## config.mk

```make
export PLATFORM = sky130hd
export DESIGN_NAME = vbe_display_register_file_core
export DESIGN_NICKNAME = d
export VERILOG_FILES = /design/src/rtl/vbe_pkg.sv /design/src/rtl/vbe_front.sv /design/src/rtl/vbe_back.sv /design/src/rtl/vbe_display_register_file_core.sv
export SDC_FILE = /design/constraint.sdc
export NUM_CORES = 2
export LEC_CHECK = 0
export BUFFER_PORTS_ARGS = -buffer_cell sky130_fd_sc_hd__buf_4
export CORE_AREA = 3 3 305 307
export CTS_CLUSTER_DIAMETER = 200
export CTS_CLUSTER_SIZE = 10
export DETAILED_ROUTE_END_ITERATION = 10
export DIE_AREA = 0 0 308 310
export GPL_TIMING_DRIVEN = 0
export SYNTH_ARGS = -nofsm -noshare
export SYNTH_HDL_FRONTEND = slang
export SYNTH_SLANG_ARGS = --single-unit
export TNS_END_PERCENT = 30
```

## constraint.sdc

```tcl
create_clock -name clock -period 13.63 [get_ports clock]
set_input_delay 4.089 -clock clock [delete_from_list [all_inputs] [get_ports clock]]
set_output_delay 4.089 -clock clock [all_outputs]
set_load 0.05 [all_outputs]
```

## src/rtl/vbe_pkg.sv

```systemverilog
// Shared types and constants for the display register file.
// No dependencies; imported by every module of the block.
package vbe_pkg;

   localparam int unsigned MAX_XRES = 2560;
   localparam int unsigned MAX_YRES = 1600;
   localparam int unsigned MAX_BPP  = 32;

   localparam logic [15:0] IDX_ID      = 16'd0;
   localparam logic [15:0] IDX_XRES    = 16'd1;
   localparam logic [15:0] IDX_YRES    = 16'd2;
   localparam logic [15:0] IDX_BPP     = 16'd3;
   localparam logic [15:0] IDX_ENABLE  = 16'd4;
   localparam logic [15:0] IDX_BANK    = 16'd5;
   localparam logic [15:0] IDX_VWIDTH  = 16'd6;
   localparam logic [15:0] IDX_VHEIGHT = 16'd7;
   localparam logic [15:0] IDX_XOFF    = 16'd8;
   localparam logic [15:0] IDX_YOFF    = 16'd9;
   localparam logic [15:0] IDX_VRAM    = 16'd10;
   localparam logic [15:0] IDX_DDC     = 16'd11;

   localparam logic [15:0] ID_MIN      = 16'hB0C0;
   localparam logic [15:0] ID_MAX      = 16'hB0C5;
   localparam logic [15:0] DDC_VALUE   = 16'h000F;
   localparam logic [15:0] UNKNOWN_RD  = 16'hFFFF;

   localparam int unsigned EN_ENABLE = 0;
   localparam int unsigned EN_CAPS   = 1;
   localparam int unsigned EN_DAC8   = 5;
   localparam int unsigned EN_NOCLR  = 7;

   localparam logic [1:0] PAL_NONE  = 2'd0;
   localparam logic [1:0] PAL_TO8   = 2'd1;
   localparam logic [1:0] PAL_TO6   = 2'd2;

   localparam logic [2:0] ACT_WR_INDEX = 3'd0;
   localparam logic [2:0] ACT_RD_INDEX = 3'd1;
   localparam logic [2:0] ACT_WR_DATA  = 3'd2;
   localparam logic [2:0] ACT_RD_DATA  = 3'd3;
   localparam logic [2:0] ACT_LATCH    = 3'd4;

   typedef enum logic [2:0] {
      OP_WR_INDEX, OP_RD_INDEX, OP_WR_DATA, OP_RD_DATA, OP_LATCH, OP_NONE
   } op_type;

   typedef struct packed {
      op_type      op;
      logic [15:0] value;
   } item_type;

   typedef struct packed {
      logic [15:0] read_data;
      logic        write_rejected;
      logic        mode_changed;
      logic        clear_vram;
      logic [1:0]  palette_change;
      logic [2:0]  pixel_format;
      logic [17:0] line_pitch;
      logic [24:0] frame_base;
      logic [2:0]  pan_pixels;
      logic        frame_valid;
   } rsp_type;

   function automatic logic [2:0] fmt_of(input logic en, input logic [5:0] depth);
      logic [2:0] f;
      if (!en || depth <= 6'd4)  f = 3'd0;
      else if (depth <= 6'd8)    f = 3'd1;
      else if (depth <= 6'd15)   f = 3'd2;
      else if (depth <= 6'd16)   f = 3'd3;
      else if (depth <= 6'd24)   f = 3'd4;
      else                       f = 3'd5;
      return f;
   endfunction

   function automatic logic depth_ok(input logic [15:0] v);
      return v == 16'd4 || v == 16'd8 || v == 16'd15 || v == 16'd16 ||
             v == 16'd24 || v == 16'd32;
   endfunction

endpackage

```

## src/rtl/vbe_front.sv

```systemverilog
// Front end: accepts beats, classifies the action and queues them (2 deep).
// Depends on vbe_pkg.
module vbe_front import vbe_pkg::*; (
   input  logic        clock,
   input  logic        reset,
   input  logic        req_push,
   input  logic [2:0]  req_action,
   input  logic [15:0] req_data_value,
   output logic        req_full,
   input  logic        deq,
   output logic        head_valid,
   output item_type    head
);

   item_type   q_ff [2];
   logic       wr_ptr_ff, wr_ptr_in;
   logic       rd_ptr_ff, rd_ptr_in;
   logic [1:0] cnt_ff, cnt_in;
   logic       enq;
   item_type   item;

   always_comb begin
      unique case (req_action)
         ACT_WR_INDEX: item.op = OP_WR_INDEX;
         ACT_RD_INDEX: item.op = OP_RD_INDEX;
         ACT_WR_DATA:  item.op = OP_WR_DATA;
         ACT_RD_DATA:  item.op = OP_RD_DATA;
         ACT_LATCH:    item.op = OP_LATCH;
         default:      item.op = OP_NONE;
      endcase
      item.value = req_data_value;
   end

   assign req_full   = (cnt_ff == 2'd2);
   assign head_valid = (cnt_ff != 2'd0);
   assign head       = q_ff[rd_ptr_ff];
   assign enq        = req_push && !req_full;

   always_comb begin
      wr_ptr_in = wr_ptr_ff ^ enq;
      rd_ptr_in = rd_ptr_ff ^ deq;
      cnt_in    = cnt_ff + {1'b0, enq} - {1'b0, deq};
   end

   always_ff @(posedge clock) begin
      if (enq) begin
         q_ff[wr_ptr_ff] <= item;
      end
      if (reset) begin
         wr_ptr_ff <= 1'b0;
         rd_ptr_ff <= 1'b0;
         cnt_ff    <= 2'd0;
      end else begin
         wr_ptr_ff <= wr_ptr_in;
         rd_ptr_ff <= rd_ptr_in;
         cnt_ff    <= cnt_in;
      end
   end

endmodule

```

## src/rtl/vbe_back.sv

```systemverilog
// Back end: register file, frame latch sequencer and the result register.
// Depends on vbe_pkg.
module vbe_back import vbe_pkg::*; (
   input  logic        clock,
   input  logic        reset,
   input  logic        head_valid,
   input  item_type    head,
   output logic        deq,
   input  logic        csr_write_enable,
   input  logic [8:0]  csr_write_data,
   output logic        rsp_empty,
   input  logic        rsp_pop,
   output rsp_type     rsp
);

   typedef enum logic [1:0] {ST_IDLE, ST_MUL, ST_SUM} state_type;

   state_type   state_ff, state_in;
   logic [15:0] index_ff, index_in;
   logic [15:0] enable_ff, enable_in;
   logic [15:0] id_ff, id_in;
   logic [15:0] bank_ff, bank_in;
   logic [15:0] xres_ff, xres_in;
   logic [15:0] yres_ff, yres_in;
   logic [5:0]  depth_ff, depth_in;
   logic [15:0] vw_ff, vw_in;
   logic [15:0] vh_ff, vh_in;
   logic [15:0] ox_ff, ox_in;
   logic [15:0] oy_ff, oy_in;
   logic [8:0]  banks_ff, banks_in;
   logic        out_valid_ff, out_valid_in;
   rsp_type     out_ff, out_in;
   logic [17:0] pitch_ff, pitch_in;
   logic [17:0] xterm_ff, xterm_in;
   logic [2:0]  pan_ff, pan_in;
   logic [33:0] pstart_ff, pstart_in;
   logic [33:0] pspan_ff, pspan_in;

   rsp_type     res;
   logic [15:0] v;
   logic [15:0] rd_mux;
   logic        caps;
   logic [2:0]  bytes;
   logic [34:0] start;
   logic [35:0] total;
   logic [24:0] size;
   logic        ok;

   assign rsp_empty = !out_valid_ff;
   assign rsp       = out_ff;
   assign v         = head.value;
   assign caps      = enable_ff[EN_CAPS];
   assign bytes     = 3'((depth_ff + 6'd7) >> 3);
   assign size      = {banks_ff, 16'h0000};
   assign start     = {1'b0, pstart_ff} + {17'd0, xterm_ff};
   assign total     = {1'b0, start} + {2'b00, pspan_ff};
   assign ok        = total <= {11'd0, size};

   always_comb begin
      unique case (index_ff)
         IDX_ID:      rd_mux = id_ff;
         IDX_XRES:    rd_mux = caps ? 16'(MAX_XRES) : xres_ff;
         IDX_YRES:    rd_mux = caps ? 16'(MAX_YRES) : yres_ff;
         IDX_BPP:     rd_mux = caps ? 16'(MAX_BPP) : {10'd0, depth_ff};
         IDX_ENABLE:  rd_mux = enable_ff;
         IDX_BANK:    rd_mux = bank_ff;
         IDX_VWIDTH:  rd_mux = vw_ff;
         IDX_VHEIGHT: rd_mux = vh_ff;
         IDX_XOFF:    rd_mux = ox_ff;
         IDX_YOFF:    rd_mux = oy_ff;
         IDX_VRAM:    rd_mux = {7'd0, banks_ff};
         IDX_DDC:     rd_mux = DDC_VALUE;
         default:     rd_mux = UNKNOWN_RD;
      endcase
   end

   always_comb begin
      state_in     = state_ff;
      index_in     = index_ff;
      enable_in    = enable_ff;
      id_in        = id_ff;
      bank_in      = bank_ff;
      xres_in      = xres_ff;
      yres_in      = yres_ff;
      depth_in     = depth_ff;
      vw_in        = vw_ff;
      vh_in        = vh_ff;
      ox_in        = ox_ff;
      oy_in        = oy_ff;
      banks_in     = csr_write_enable ? csr_write_data : banks_ff;
      out_valid_in = out_valid_ff && !rsp_pop;
      out_in       = out_ff;
      pitch_in     = pitch_ff;
      xterm_in     = xterm_ff;
      pan_in       = pan_ff;
      pstart_in    = pstart_ff;
      pspan_in     = pspan_ff;
      deq          = 1'b0;
      res          = '0;

      unique case (state_ff)
         ST_IDLE: begin
            if (head_valid && !out_valid_ff) begin
               deq = 1'b1;
               unique case (head.op)
                  OP_WR_INDEX: index_in = v;
                  OP_RD_INDEX: res.read_data = index_ff;
                  OP_RD_DATA:  res.read_data = rd_mux;
                  OP_WR_DATA: begin
                     unique case (index_ff)
                        IDX_ID: begin
                           if (v < ID_MIN || v > ID_MAX) res.write_rejected = 1'b1;
                           else id_in = v;
                        end
                        IDX_XRES: xres_in = v;
                        IDX_YRES: yres_in = v;
                        IDX_BPP: begin
                           if (!depth_ok(v)) begin
                              res.write_rejected = 1'b1;
                           end else begin
                              depth_in = v[5:0];
                              res.mode_changed = enable_ff[EN_ENABLE];
                           end
                        end
                        IDX_ENABLE: begin
                           enable_in = v;
                           if (enable_ff[EN_ENABLE] != v[EN_ENABLE]) begin
                              res.mode_changed = 1'b1;
                              if (v[EN_ENABLE]) begin
                                 vw_in = xres_ff;
                                 vh_in = yres_ff;
                                 ox_in = 16'd0;
                                 oy_in = 16'd0;
                                 res.clear_vram = !v[EN_NOCLR];
                              end
                           end
                           if (enable_ff[EN_DAC8] != v[EN_DAC8])
                              res.palette_change = v[EN_DAC8] ? PAL_TO8 : PAL_TO6;
                        end
                        IDX_BANK: begin
                           // bank must lie below the configured size
                           if ({1'b0, v} >= {8'd0, banks_ff}) res.write_rejected = 1'b1;
                           else bank_in = v;
                        end
                        IDX_VWIDTH:  vw_in = v;
                        IDX_VHEIGHT: vh_in = v;
                        IDX_XOFF:    ox_in = v;
                        IDX_YOFF:    oy_in = v;
                        default: ;
                     endcase
                  end
                  OP_LATCH: begin
                     if (enable_ff[EN_ENABLE]) begin
                        if (depth_ff < 6'd8) begin
                           // 4bpp: pitch in dwords, panning from offset bit 4
                           pitch_in = 18'(({1'b0, vw_ff} + 17'd7) >> 3);
                           xterm_in = 18'(ox_ff >> 3);
                           pan_in   = {2'b00, ox_ff[4]};
                        end else begin
                           pitch_in = 18'({2'b00, vw_ff} * {15'd0, bytes});
                           xterm_in = 18'({2'b00, ox_ff} * {15'd0, bytes});
                           pan_in   = 3'd0;
                        end
                        state_in = ST_MUL;
                     end
                  end
                  OP_NONE: ;
                  default: ;
               endcase
               res.pixel_format = fmt_of(enable_in[EN_ENABLE], depth_in);
               out_in = res;
               if (state_in == ST_IDLE) out_valid_in = 1'b1;
            end
         end
         ST_MUL: begin
            pstart_in = {18'd0, oy_ff} * {16'd0, pitch_ff};
            pspan_in  = {16'd0, pitch_ff} * {18'd0, yres_ff};
            state_in  = ST_SUM;
         end
         ST_SUM: begin
            res.pixel_format  = fmt_of(enable_ff[EN_ENABLE], depth_ff);
            res.line_pitch    = pitch_ff;
            res.frame_base    = ok ? start[24:0] : size;
            res.pan_pixels    = pan_ff;
            res.frame_valid   = ok;
            out_in            = res;
            out_valid_in      = 1'b1;
            state_in          = ST_IDLE;
         end
         default: state_in = ST_IDLE;
      endcase
   end

   always_ff @(posedge clock) begin
      out_ff    <= out_in;
      pitch_ff  <= pitch_in;
      xterm_ff  <= xterm_in;
      pan_ff    <= pan_in;
      pstart_ff <= pstart_in;
      pspan_ff  <= pspan_in;
      if (reset) begin
         state_ff     <= ST_IDLE;
         index_ff     <= 16'd0;
         enable_ff    <= 16'd0;
         id_ff        <= ID_MIN;
         bank_ff      <= 16'd0;
         xres_ff      <= 16'd640;
         yres_ff      <= 16'd480;
         depth_ff     <= 6'd32;
         vw_ff        <= 16'd0;
         vh_ff        <= 16'd0;
         ox_ff        <= 16'd0;
         oy_ff        <= 16'd0;
         banks_ff     <= 9'd256;
         out_valid_ff <= 1'b0;
      end else begin
         state_ff     <= state_in;
         index_ff     <= index_in;
         enable_ff    <= enable_in;
         id_ff        <= id_in;
         bank_ff      <= bank_in;
         xres_ff      <= xres_in;
         yres_ff      <= yres_in;
         depth_ff     <= depth_in;
         vw_ff        <= vw_in;
         vh_ff        <= vh_in;
         ox_ff        <= ox_in;
         oy_ff        <= oy_in;
         banks_ff     <= banks_in;
         out_valid_ff <= out_valid_in;
      end
   end

endmodule

```

## src/rtl/vbe_display_register_file_core.sv

```systemverilog
// Top level: index/data display register file.
// Register accesses pass through the front queue and the result register; a frame
// latch runs through the pitch step, two parallel multiplies (ST_MUL) and the sum and
// range check (ST_SUM) in the back end. A new beat is taken only once the last result
// has been popped, and none during a latch. Front queue holds 2 beats.
// Synchronous active-high reset restores state and control registers to their defaults.
module vbe_display_register_file_core import vbe_pkg::*; (
   input  logic        clock,
   input  logic        reset,
   input  logic        req_push,
   input  logic [2:0]  req_action,
   input  logic [15:0] req_data_value,
   output logic        req_full,
   input  logic        csr_write_enable,
   input  logic [8:0]  csr_write_data,
   output logic        rsp_empty,
   input  logic        rsp_pop,
   output logic [15:0] rsp_read_data,
   output logic        rsp_write_rejected,
   output logic        rsp_mode_changed,
   output logic        rsp_clear_vram,
   output logic [1:0]  rsp_palette_change,
   output logic [2:0]  rsp_pixel_format,
   output logic [17:0] rsp_line_pitch,
   output logic [24:0] rsp_frame_base,
   output logic [2:0]  rsp_pan_pixels,
   output logic        rsp_frame_valid
);

   logic     head_valid;
   logic     deq;
   item_type head;
   rsp_type  rsp;

   vbe_front u_front (
      .clock, .reset, .req_push, .req_action, .req_data_value, .req_full,
      .deq, .head_valid, .head
   );

   vbe_back u_back (
      .clock, .reset, .head_valid, .head, .deq,
      .csr_write_enable, .csr_write_data, .rsp_empty, .rsp_pop, .rsp
   );

   assign rsp_read_data      = rsp.read_data;
   assign rsp_write_rejected = rsp.write_rejected;
   assign rsp_mode_changed   = rsp.mode_changed;
   assign rsp_clear_vram     = rsp.clear_vram;
   assign rsp_palette_change = rsp.palette_change;
   assign rsp_pixel_format   = rsp.pixel_format;
   assign rsp_line_pitch     = rsp.line_pitch;
   assign rsp_frame_base     = rsp.frame_base;
   assign rsp_pan_pixels     = rsp.pan_pixels;
   assign rsp_frame_valid    = rsp.frame_valid;

endmodule
```

==> results.tsv <==
stage	metric	value	unit
setup_path	crit_top_cell	ha_1	
synth	syn_area	40600	sq um
pwr	power_density	89.1	nW/um^2
synth	async_flop_share	0	%
synth	synth-edff-count	212	
synth	synth-seq-area-share	24.7	%
routing	drc_errors	0	
synth	yosysTopAreaCell	fa_1	
clock_tree	cts-root-buf	clkbuf_16	
grt	grt_pass1_wl	213000	um
synth	synth.most_common_cell	inv_1	
synth	yosysTopAreaCellShare	23.5	%
pwr	vdd_drop_max	239	uV
timing	tns	0	ns
clock_tree	cts_tree	yes	
routing	wirelength	143000	um
min_path	hp-class	register to register	
clock_tree	cts_hold_buf	0	
timing	clock_skew	0.0450	ns
setup_path	crit_type	register to register	
routing	vias_per_cell	5.72	
synth	ys_ff_latch	394	
pwr	clock_power_share	28.8	%
timing	drv_slew	0	
setup_path	worst-path-max-fanout	10	
synth	synth_cells	4444	
grt	grt_pass1_vias	32800	
setup_path	start_kind	register	
clock_tree	cts_inserted_buffers	45	
floorplan	fp.dieH	310	um
setup_path	cp.required	14.09	ns
synth	synthTopCellsByCount	inv_1, nand2_1, fa_1	
grt	grt_util_all_layers	30.1	%
synth	synth_ff_type	edfxtp_1	
routing	first_pass_iters	9	
grt	grt_antenna_before_repair	5	
placed_design	dpl.hpwl	115000	um
synth	netlist_top_cells_area	fa_1, edfxtp_1, ha_1	
grt	grt-ovfl-total	0	
timing	worst_pin_slew	1.36	ns
routing	wl_per_cell	24.7	um
clock_tree	h-tree-depth	2	
pwr	leakagePower	19.8	nW
pwr	p_sw	0.00156	W
synth	syn_avg_cell_area	9.13	sq um
floorplan	fp.coreArea	90300	sq um
timing	fmax	117	MHz
placed_design	dp_cells	5729	
clock_tree	cts.path.max_buffers	3	
routing	ant_nets	0	
pwr	switching_share	39.7	%
floorplan	ios	106	
routing	drtIter0Drc	3067	
status	status	complete, no violations	
clock_tree	cts_resized	0	
setup_path	slowest_stage	a2111oi_0	
setup_path	max_stage_delay	0.49	ns
floorplan	die_area	95500	sq um
timing	period_share	62.6	%
timing	hold_violations	0	
final_layout	drive_above_1_share	5.17	%
pwr	p_int	0.00238	W
final_layout	syn_to_final_growth	9.04	%
pwr	finalPower	0.00394	W
timing	min_period	8.53	ns
placed_design	gp_congestion	1.01	
setup_path	arrival	9.00	ns
final_layout	final_nets	5432	
final_layout	utilization	49.0	%
floorplan	initial_utilization	44.9	%
timing	slew_headroom	7.06	%
floorplan	fp.dieW	308	um
timing	setup_viol	0	
final_layout	final_cells	5801	
pwr	p_comb_share	34.4	%
floorplan	rows	110	
setup_path	endpoint_kind	register	
pwr	seqPwrFrac	36.8	%
routing	num_vias	33200	
clock_tree	postCtsSetupRepairBufs	0	
clock_tree	worstSkewPairLatency	0.62	ns
placed_design	portBuffers	102	
synth	synth_cell_types	98	
run	maxCapViolCount	0	
clock_tree	cts_sinks	394	
clock_tree	clk_pin_slew	0.06	ns
timing	rsz0062_at_grt	false	
synth	yosysWarnings	0	
grt	grt_max_degree	51	
logic make-up after synthesis:
family	after synthesis	share of synthesized area, %
XOR/XNOR	143	3.09
AO/OA/AOI/OAI	751	12.6
adder cells (fa/ha/maj)	799	33.5
other	1	0.00925
buffers and inverters	863	8.12
flip-flops	394	24.7
multiplexers	53	1.53
AND/OR/NAND/NOR	1440	16.5
per-stage QoR:
stage	area (sq um)	hold slack (ns)	setup WS [ns]
final	44200	0.454	5.10
after global routing	44200	0.465	4.49
after CTS	44200	0.446	5.09
after floorplan	40600	0.416	6.99
after detailed placement	42900	0.431	5.15
after global placement	42800	0.431	5.06
area by class of cell:
type                    count  area [sq um]
diodes                      3          7.51
plain buffers             245           972
clock buffers              65          1200
clock inverters             4          88.8
fillers                  8623         46100
inverters                 618          2320
multi-input cells        3188         27300
flip-flops and latches    394         10000
well taps                1176          1470
repair buffers            108           875
power groups by stage:
stage,Sequential [W],Clock [W],Combinational [W]
floorplan,0.00175,0,0.000557
global placement,0.00149,0,0.00133
global route,0.00146,0.00119,0.00142
detailed placement,0.00147,0,0.00134
finish,0.00145,0.00113,0.00136
CTS,0.00145,0.00115,0.00134
path summary, 6_finish.rpt:
kind | from | cells after the start | end | slack, ns
max reg2reg | u_back.xterm_ff[1] | 32 | u_back.rsp[16] | 5.10
max | u_back.xterm_ff[1] | 32 | u_back.rsp[16] | 5.10
min reg2reg | u_back.id_ff[7] | 1 | u_back.id_ff[7] | 0.45
min | u_back.id_ff[7] | 1 | u_back.id_ff[7] | 0.45
registers in the layout (all words and copies together), names as in the netlist, 18 cells and up:
| name | count |
|---|---|
| u_back.pitch_ff | 18 |
| u_back.rsp | 69 |
| u_front.q_ff | 38 |
| u_back.pspan_ff | 34 |
| u_back.pstart_ff | 34 |
| u_back.xterm_ff | 18 |
critical path, delay by kind of cell, from the launching register on:
family	cells	cell delay [ns]
and+or+nand+nor	11	2.61
AOI/OAI and AO/OA	13	3.24
DFF	1	0.43
adders and majority gates	3	0.96
buffers and inverters	3	0.74
xor gates and xnor gates	2	0.35
per-layer routing:
layer,part of all wire (%),track usage (%),vias to the layer above
met1,41,39.4,16400
met5,0,0,-
met4,6.1,15.1,0
met3,8.1,5.19,339
li1,-,-,14900
met2,45,48.3,1442
cell usage in the layout (no fill, tap or decap), types with 182 or more instances in the layout:
cell type    n
a21oi_1    195
and2_1     257
clkbuf_1   240
dfxtp_1    182
edfxtp_1   212
fa_1       476
ha_1       323
inv_1      615
nand2_1    589
nor2_1     328
No activity file was read; power rests on OpenSTA's default activity.
